## config.mk

```make
export PLATFORM = sky130hd
export DESIGN_NAME = json_pretty_indenter_core
export DESIGN_NICKNAME = d
export VERILOG_FILES = /design/src/rtl/jpi_pkg.sv /design/src/rtl/jpi_ctrl.sv /design/src/rtl/jpi_dp.sv /design/src/rtl/json_pretty_indenter_core.sv
export SDC_FILE = /design/constraint.sdc
export NUM_CORES = 1
export LEC_CHECK = 0
export ABC_CLOCK_PERIOD_IN_PS = 4400
export BUFFER_PORTS_ARGS = -buffer_cell sky130_fd_sc_hd__buf_4
export CAP_MARGIN = 20
export CORE_MARGIN = 10
export CORE_UTILIZATION = 35
export DETAILED_ROUTE_END_ITERATION = 12
export PLACE_DENSITY_LB_ADDON = 0.15
export SLEW_MARGIN = 20
export SYNTH_ARGS = -nofsm -noshare
export SYNTH_HDL_FRONTEND = slang
export SYNTH_SLANG_ARGS = --single-unit
```

## constraint.sdc

```tcl
create_clock -name i_clk -period 4.4 [get_ports i_clk]
set_clock_uncertainty 0.05 [all_clocks]
set_input_delay 0.66 -clock i_clk [delete_from_list [all_inputs] [get_ports i_clk]]
set_output_delay 0.66 -clock i_clk [all_outputs]
set_load 0.005 [all_outputs]
```

## src/rtl/jpi_pkg.sv

```systemverilog
// Package for the JSON pretty indenter.
// Holds sizes, character codes, token selects and the controller/datapath structs.
// No dependencies.
`default_nettype none

package jpi_pkg;

    localparam int MAX_DEPTH = 32;
    localparam int DEPTH_W   = 6;

    localparam logic [7:0] CH_TAB   = 8'h09;
    localparam logic [7:0] CH_COMMA = 8'h2C;
    localparam logic [7:0] CH_LBRACE = 8'h7B;
    localparam logic [7:0] CH_LBRACK = 8'h5B;
    localparam logic [7:0] CH_RBRACE = 8'h7D;
    localparam logic [7:0] CH_RBRACK = 8'h5D;

    localparam logic TOK_CHAR = 1'b0;
    localparam logic TOK_EOL  = 1'b1;

    localparam logic [1:0] SEL_PRE  = 2'd0;
    localparam logic [1:0] SEL_TAB  = 2'd1;
    localparam logic [1:0] SEL_CHAR = 2'd2;
    localparam logic [1:0] SEL_POST = 2'd3;

    typedef struct packed {
        logic       load;
        logic       emit;
        logic [1:0] sel;
    } t_cmd;

    typedef struct packed {
        logic pre_pend;
        logic tabs_zero;
        logic post_pend;
        logic out_free;
    } t_sts;

endpackage

`default_nettype wire

```

## src/rtl/jpi_ctrl.sv

```systemverilog
// Controller for the JSON pretty indenter.
// Sequences one word's tokens; depends on jpi_pkg.
`default_nettype none

module jpi_ctrl (
    input  wire           i_clk,
    input  wire           i_rst_n,
    input  wire           i_in_valid,
    input  jpi_pkg::t_sts i_sts,
    output jpi_pkg::t_cmd o_cmd,
    output logic          o_in_ready
);
    import jpi_pkg::*;

    localparam logic [1:0] S_IDLE = 2'd0;
    localparam logic [1:0] S_LEAD = 2'd1;
    localparam logic [1:0] S_TAIL = 2'd2;

    logic [1:0] r_state;
    logic [1:0] n_state;

    always_comb begin
        n_state    = r_state;
        o_cmd      = '0;
        o_in_ready = 1'b0;
        unique case (r_state)
            S_IDLE: begin
                o_in_ready = 1'b1;
                if (i_in_valid) begin
                    o_cmd.load = 1'b1;
                    n_state    = S_LEAD;
                end
            end
            S_LEAD: begin
                if (i_sts.out_free) begin
                    o_cmd.emit = 1'b1;
                    priority if (i_sts.pre_pend) begin
                        o_cmd.sel = SEL_PRE;
                    end else if (!i_sts.tabs_zero) begin
                        o_cmd.sel = SEL_TAB;
                    end else begin
                        o_cmd.sel = SEL_CHAR;
                        n_state   = i_sts.post_pend ? S_TAIL : S_IDLE;
                    end
                end
            end
            S_TAIL: begin
                if (i_sts.out_free) begin
                    o_cmd.emit = 1'b1;
                    o_cmd.sel  = SEL_POST;
                    n_state    = S_IDLE;
                end
            end
            default: begin
                n_state = S_IDLE;
            end
        endcase
    end

    always_ff @(posedge i_clk) begin
        if (!i_rst_n) begin
            r_state <= S_IDLE;
        end else begin
            r_state <= n_state;
        end
    end

endmodule

`default_nettype wire

```

## src/rtl/jpi_dp.sv

```systemverilog
// Datapath for the JSON pretty indenter.
// Holds nesting state, the token plan of one word and the output register; uses jpi_pkg.
`default_nettype none

module jpi_dp (
    input  wire           i_clk,
    input  wire           i_rst_n,
    input  jpi_pkg::t_cmd i_cmd,
    output jpi_pkg::t_sts o_sts,
    input  wire [7:0]     i_in_char,
    input  wire           i_in_last,
    input  wire           i_out_ready,
    output logic          o_out_valid,
    output logic          o_out_kind,
    output logic [7:0]    o_out_char,
    output logic          o_out_ovf,
    output logic          o_out_last
);
    import jpi_pkg::*;

    logic [DEPTH_W-1:0] r_depth, n_depth;
    logic               r_line_open, n_line_open;
    logic               r_close_wait, n_close_wait;
    logic [DEPTH_W-1:0] r_tabs, n_tabs;
    logic               r_pre, n_pre;
    logic               r_post, n_post;
    logic               r_ovf, n_ovf;
    logic [7:0]         r_char;

    logic               r_out_valid;
    logic               r_out_kind, n_out_kind;
    logic [7:0]         r_out_char, n_out_char;
    logic               r_out_ovf;
    logic               r_out_last, n_out_last;

    logic               is_comma, is_open, is_close;
    logic [DEPTH_W-1:0] depth_dn;
    logic               at_max;

    assign is_comma = (i_in_char == CH_COMMA);
    assign is_open  = (i_in_char == CH_LBRACE) || (i_in_char == CH_LBRACK);
    assign is_close = (i_in_char == CH_RBRACE) || (i_in_char == CH_RBRACK);
    assign at_max   = (r_depth >= DEPTH_W'(MAX_DEPTH));
    assign depth_dn = (r_depth != '0) ? r_depth - DEPTH_W'(1) : '0;

    always_comb begin
        n_depth      = r_depth;
        n_line_open  = r_line_open;
        n_close_wait = r_close_wait;
        n_tabs       = r_tabs;
        n_pre        = r_pre;
        n_post       = r_post;
        n_ovf        = r_ovf;
        if (i_cmd.load) begin
            n_ovf = 1'b0;
            priority if (is_comma) begin
                n_pre  = 1'b0;
                n_post = 1'b1;
                if (r_close_wait) begin
                    n_tabs       = '0;
                    n_close_wait = 1'b0;
                end else begin
                    n_tabs      = r_line_open ? '0 : r_depth;
                    n_line_open = 1'b0;
                end
            end else if (is_open) begin
                n_ovf        = at_max;
                n_pre        = r_close_wait | r_line_open;
                n_tabs       = r_depth;
                n_post       = 1'b1;
                n_depth      = at_max ? r_depth : r_depth + DEPTH_W'(1);
                n_close_wait = 1'b0;
                n_line_open  = 1'b0;
            end else if (is_close) begin
                n_pre        = r_close_wait | r_line_open;
                n_tabs       = depth_dn;
                n_depth      = depth_dn;
                n_post       = i_in_last;
                n_close_wait = 1'b1;
                n_line_open  = 1'b0;
            end else begin
                n_pre        = r_close_wait;
                n_tabs       = r_line_open ? '0 : r_depth;
                n_post       = i_in_last;
                n_line_open  = 1'b1;
                n_close_wait = 1'b0;
            end
            if (i_in_last) begin
                n_depth      = '0;
                n_close_wait = 1'b0;
                n_line_open  = 1'b0;
            end
        end else if (i_cmd.emit) begin
            unique case (i_cmd.sel)
                SEL_PRE:  n_pre  = 1'b0;
                SEL_TAB:  n_tabs = r_tabs - DEPTH_W'(1);
                SEL_CHAR: n_post = r_post;
                SEL_POST: n_post = 1'b0;
                default:  n_post = r_post;
            endcase
        end
    end

    always_comb begin
        n_out_kind = TOK_CHAR;
        n_out_char = '0;
        n_out_last = 1'b0;
        unique case (i_cmd.sel)
            SEL_PRE: begin
                n_out_kind = TOK_EOL;
            end
            SEL_TAB: begin
                n_out_char = CH_TAB;
            end
            SEL_CHAR: begin
                n_out_char = r_char;
                n_out_last = !r_post;
            end
            SEL_POST: begin
                n_out_kind = TOK_EOL;
                n_out_last = 1'b1;
            end
            default: begin
                n_out_kind = TOK_CHAR;
            end
        endcase
    end

    always_ff @(posedge i_clk) begin
        if (!i_rst_n) begin
            r_depth      <= '0;
            r_line_open  <= 1'b0;
            r_close_wait <= 1'b0;
            r_tabs       <= '0;
            r_pre        <= 1'b0;
            r_post       <= 1'b0;
            r_ovf        <= 1'b0;
            r_out_valid  <= 1'b0;
        end else begin
            r_depth      <= n_depth;
            r_line_open  <= n_line_open;
            r_close_wait <= n_close_wait;
            r_tabs       <= n_tabs;
            r_pre        <= n_pre;
            r_post       <= n_post;
            r_ovf        <= n_ovf;
            if (i_cmd.emit) begin
                r_out_valid <= 1'b1;
            end else if (i_out_ready) begin
                r_out_valid <= 1'b0;
            end
        end
    end

    always_ff @(posedge i_clk) begin
        if (i_cmd.load) begin
            r_char <= is_comma ? CH_COMMA : i_in_char;
        end
        if (i_cmd.emit) begin
            r_out_kind <= n_out_kind;
            r_out_char <= n_out_char;
            r_out_ovf  <= r_ovf;
            r_out_last <= n_out_last;
        end
    end

    assign o_sts.pre_pend  = r_pre;
    assign o_sts.tabs_zero = (r_tabs == '0);
    assign o_sts.post_pend = r_post;
    assign o_sts.out_free  = !r_out_valid || i_out_ready;

    assign o_out_valid = r_out_valid;
    assign o_out_kind  = r_out_kind;
    assign o_out_char  = r_out_char;
    assign o_out_ovf   = r_out_ovf;
    assign o_out_last  = r_out_last;

endmodule

`default_nettype wire

```

## src/rtl/json_pretty_indenter_core.sv

```systemverilog
// Top level of the JSON pretty indenter: controller plus datapath.
// Depends on jpi_pkg, jpi_ctrl and jpi_dp.
//
// Takes compact JSON one byte per input word and emits tab-indented tokens, one token per
// output word: a character (tuser[0] = 0) or a line end (tuser[0] = 1, tdata = 0). tuser[1]
// flags every token of a byte whose opening bracket hit the maximum nesting depth; tlast marks
// a byte's final token. After a byte is accepted, the token sequencer fills the single output
// register one token at a time, and no new byte is accepted until the byte's last token is
// loaded; output backpressure stalls the sequence. A byte with input tlast closes any open
// line and returns the nesting state to zero.
`default_nettype none

module json_pretty_indenter_core (
    input  wire        i_clk,
    input  wire        i_rst_n,
    input  wire        i_s_axis_tvalid,
    output logic       o_s_axis_tready,
    input  wire [7:0]  i_s_axis_tdata,   // [7:0] in_char
    input  wire        i_s_axis_tlast,
    output logic       o_m_axis_tvalid,
    input  wire        i_m_axis_tready,
    output logic [7:0] o_m_axis_tdata,   // [7:0] out_char
    output logic [1:0] o_m_axis_tuser,   // [0] token_kind, [1] depth_overflow
    output logic       o_m_axis_tlast
);
    import jpi_pkg::*;

    t_cmd cmd;
    t_sts sts;
    logic out_kind;
    logic out_ovf;

    jpi_ctrl u_ctrl (
        .i_clk      (i_clk),
        .i_rst_n    (i_rst_n),
        .i_in_valid (i_s_axis_tvalid),
        .i_sts      (sts),
        .o_cmd      (cmd),
        .o_in_ready (o_s_axis_tready)
    );

    jpi_dp u_dp (
        .i_clk       (i_clk),
        .i_rst_n     (i_rst_n),
        .i_cmd       (cmd),
        .o_sts       (sts),
        .i_in_char   (i_s_axis_tdata),
        .i_in_last   (i_s_axis_tlast),
        .i_out_ready (i_m_axis_tready),
        .o_out_valid (o_m_axis_tvalid),
        .o_out_kind  (out_kind),
        .o_out_char  (o_m_axis_tdata),
        .o_out_ovf   (out_ovf),
        .o_out_last  (o_m_axis_tlast)
    );

    assign o_m_axis_tuser = {out_ovf, out_kind};

endmodule

`default_nettype wire

```

==> impl_metrics.tcl <==
set metrics [dict create \
    cts_buffer_depth 2 \
    grt_pass1_wl_um 9430 \
    avgRoutedWirePerCell_um 15.5 \
    io_pins 26 \
    path_clk_slew_ns 0.08 \
    yosysTopAreaCellShare_pct 23.4 \
    setup_violations 0 \
    status "finished clean" \
    ff2ff_path_depth 12 \
    startpoint "u_dp.r_tabs[0]$_SDFFE_PN0P_" \
    synth.most_common_cell "dfxtp_1" \
    rsz0062_at_grt "no" \
    cp_slowest_cell "dfxtp_1" \
    hpwl_um 4300 \
    wl_um 5820 \
    grt-ovfl-total 0 \
    r2r_start "u_dp.r_tabs[0]$_SDFFE_PN0P_" \
    cp_max_fo 8 \
    timing.fmax_ghz 0.394 \
    p_sw_share_pct 27.8 \
    synthDistinctLibCells 62 \
    path_class "reg -> reg" \
    max_cap_violations 0 \
    p_per_area_nw_per_um2 285 \
    ir_drop_mv 0.101 \
    avgSynthCellArea_um2 9.12 \
    postCtsHoldBufs 0 \
    synth_area_leaders "edfxtp_1 (23%), dfxtp_1 (16%), ha_1 (5.6%)" \
    cts_setup_buffers 0 \
    drv_slew 0 \
    worst_setup_path_end_kind "flip-flop" \
    synth_top_flop_cell "dfxtp_1" \
    yosysTopAreaCell "edfxtp_1" \
    relSlewSlack_pct 39.7 \
    grt_max_degree 20 \
    setup_tns_ns 0 \
    clock_sinks 39 \
    synth.net_count 291 \
    p_int_w 0.000562 \
    max_stage_delay_ns 0.33 \
    core_um2 6790 \
    dieArea_um2 10700 \
    period_share_pct 57.7 \
    pwr-share-comb_pct 16.2 \
    seq_area_frac_synth_pct 39.9 \
    grt_pass1_vias 1916 \
    num_antenna_cells 0 \
    antenna_found_initial 0 \
    htree_num_levels 2 \
    final_nets 303 \
    synth_commonest_cells "dfxtp_1 (20), edfxtp_1 (19), nand2_1 (19)" \
    vias 1960 \
    drive_gt1_share_pct 17.5 \
    arrival_ns 2.69 \
    worst_skew_pair.late_latency_ns 0.29 \
    gp_congestion 0.805 \
    leakage_nw 1.06 \
    dr.pass1.iters 4 \
    drc_errors 0 \
    area_growth_pct 12.2 \
    numCtsBuffers 5 \
    finalHoldViolCount 0 \
    synth_area_um2 2440 \
    holdPathStages 0 \
    synth_edf_count 19 \
    ant_nets 0 \
    min_from "u_dp.r_ovf$_SDFFE_PN0P_" \
    min_path_type "reg -> reg" \
    synth-seq-cells 39 \
    tightest_slew_ns 0.901 \
    p_clk_share_pct 31.1 \
    io_buffers 25 \
    die_w_um 103 \
    avgViaCountPerCell 5.21 \
    synth_async_sr_flop_share_pct 0 \
    critPathLaunchType "flip-flop" \
    clk_root_buffer_cell "clkbuf_8" \
    critical_path.cell_chain "inv_1, ha_1, nand2b_1, nor3_1, nor2b_1, o21bai_1, inv_1, ha_1, and3_1, nand2_1, xor2_1, a221oi_1" \
    yosysWarnings 0 \
    synthCells 267 \
    p_sw_w 0.000216 \
    finalPower_w 0.000778 \
    die_height_um 103 \
    post_cts_resized 0 \
    min_period_ns 2.54 \
    seqPwrFrac_pct 52.7 \
    required_ns 4.54 \
    start_util_pct 35.9 \
    cts_tree "yes" \
    fp-row-count 30 \
    drtIter0Drc 155 \
    grt_usage_pct 11.4 \
]
[power groups by stage]
stage	logic [W]	registers (W)	clock network [W]
after floorplan	0.0000875	0.000416	0
after global placement	0.000126	0.000419	0
after detailed placement	0.000127	0.000418	0
after CTS	0.000127	0.000410	0.000250
after global routing	0.000142	0.000413	0.000264
final	0.000126	0.000410	0.000242
[final timing paths]
path	endpoint	slack [ns]
max	u_dp.r_tabs[2]$_SDFFE_PN0P_	1.86
min	u_dp.o_out_ovf$_DFFE_PP_	0.41
max reg2reg	u_dp.r_tabs[2]$_SDFFE_PN0P_	1.86
min reg2reg	u_dp.o_out_ovf$_DFFE_PP_	0.41
[logic make-up after synthesis]
kind of cell | count (synthesis) | share of synthesized area, %
AOI/OAI and AO/OA | 70 | 19.6
xor gates and xnor gates | 6 | 2.16
adders and majority gates | 11 | 5.65
buffers and inverters | 38 | 6.78
DFF | 39 | 39.9
muxes | 2 | 0.873
and+or+nand+nor | 101 | 25.1
[placed cells by master (no fill, tap or decap), types with 3 or more instances in the layout]
cell type / Yosys / routed
nand3_1: 12 / 12
a21oi_1: 17 / 17
ha_1: 11 / 11
nand2b_1: 6 / 6
clkbuf_8: 0 / 5
edfxtp_1: 19 / 19
a21o_1: 5 / 5
nand4_1: 5 / 5
a32oi_1: 3 / 3
inv_1: 18 / 18
nor3_1: 7 / 7
o21ai_0: 9 / 9
nor2_1: 10 / 10
dfxtp_1: 20 / 20
or2_2: 3 / 3
and3_1: 5 / 5
xor2_1: 3 / 3
a31oi_1: 9 / 9
buf_4: 3 / 25
nor2b_1: 5 / 5
o2bb2ai_1: 3 / 3
xnor2_1: 3 / 3
or3_1: 4 / 4
nand2_1: 19 / 19
and2_1: 7 / 7
[metrics by stage]
step / instances / setup slack [ns] / hold slack, ns / area [µm²] / utilization, %
6_report: 376 / 1.86 / 0.407 / 2730 / 40.2
5_1_grt: 376 / 1.55 / 0.414 / 2730 / 40.2
4_1_cts: 376 / 1.86 / 0.403 / 2730 / 40.2
3_5_place_dp: 368 / 1.77 / 0.383 / 2650 / 39.0
3_3_place_gp: 368 / 1.78 / 0.391 / 2650 / 39.0
2_1_floorplan: 267 / 2.18 / 0.359 / 2440 / -
[critical path, delay by kind of cell (launching register included)]
kind | cells | cell delay (ns)
AND/OR/NAND/NOR | 5 | 0.80
AO/OA/AOI/OAI | 2 | 0.53
buffers and inverters | 2 | 0.19
XOR/XNOR | 1 | 0.08
adder cells (fa/ha/maj) | 2 | 0.46
flip-flops | 1 | 0.33
[flip-flops by register name, indices dropped and copies added, names as in the netlist]
signal,flops
u_dp.r_line_open,1
u_dp.r_post,1
u_dp.r_tabs,6
u_dp.o_out_last,1
u_dp.o_out_char,8
u_dp.r_close_wait,1
u_dp.o_out_kind,1
u_dp.r_ovf,1
u_ctrl.r_state,2
u_dp.r_depth,6
u_dp.o_out_valid,1
u_dp.o_out_ovf,1
u_dp.r_pre,1
u_dp.r_char,8
[routing by layer]
metal | track usage, % | share of wire, %
met2 | 18.4 | 46
met3 | 2.92 | 5.3
met4 | 4.60 | 1.8
met5 | 0 | 0
met1 | 14.2 | 46
[final cells by class]
class / instances / area [µm²]
clock buffer: 7 / 76.3
clock inverter: 1 / 5.00
fill: 671 / 4060
inverter: 18 / 67.6
multi-input combinational: 190 / 1310
sequential: 39 / 971
tap: 96 / 120
timing repair buffer: 25 / 188
Note: power is estimated with default switching activity, not from simulation.
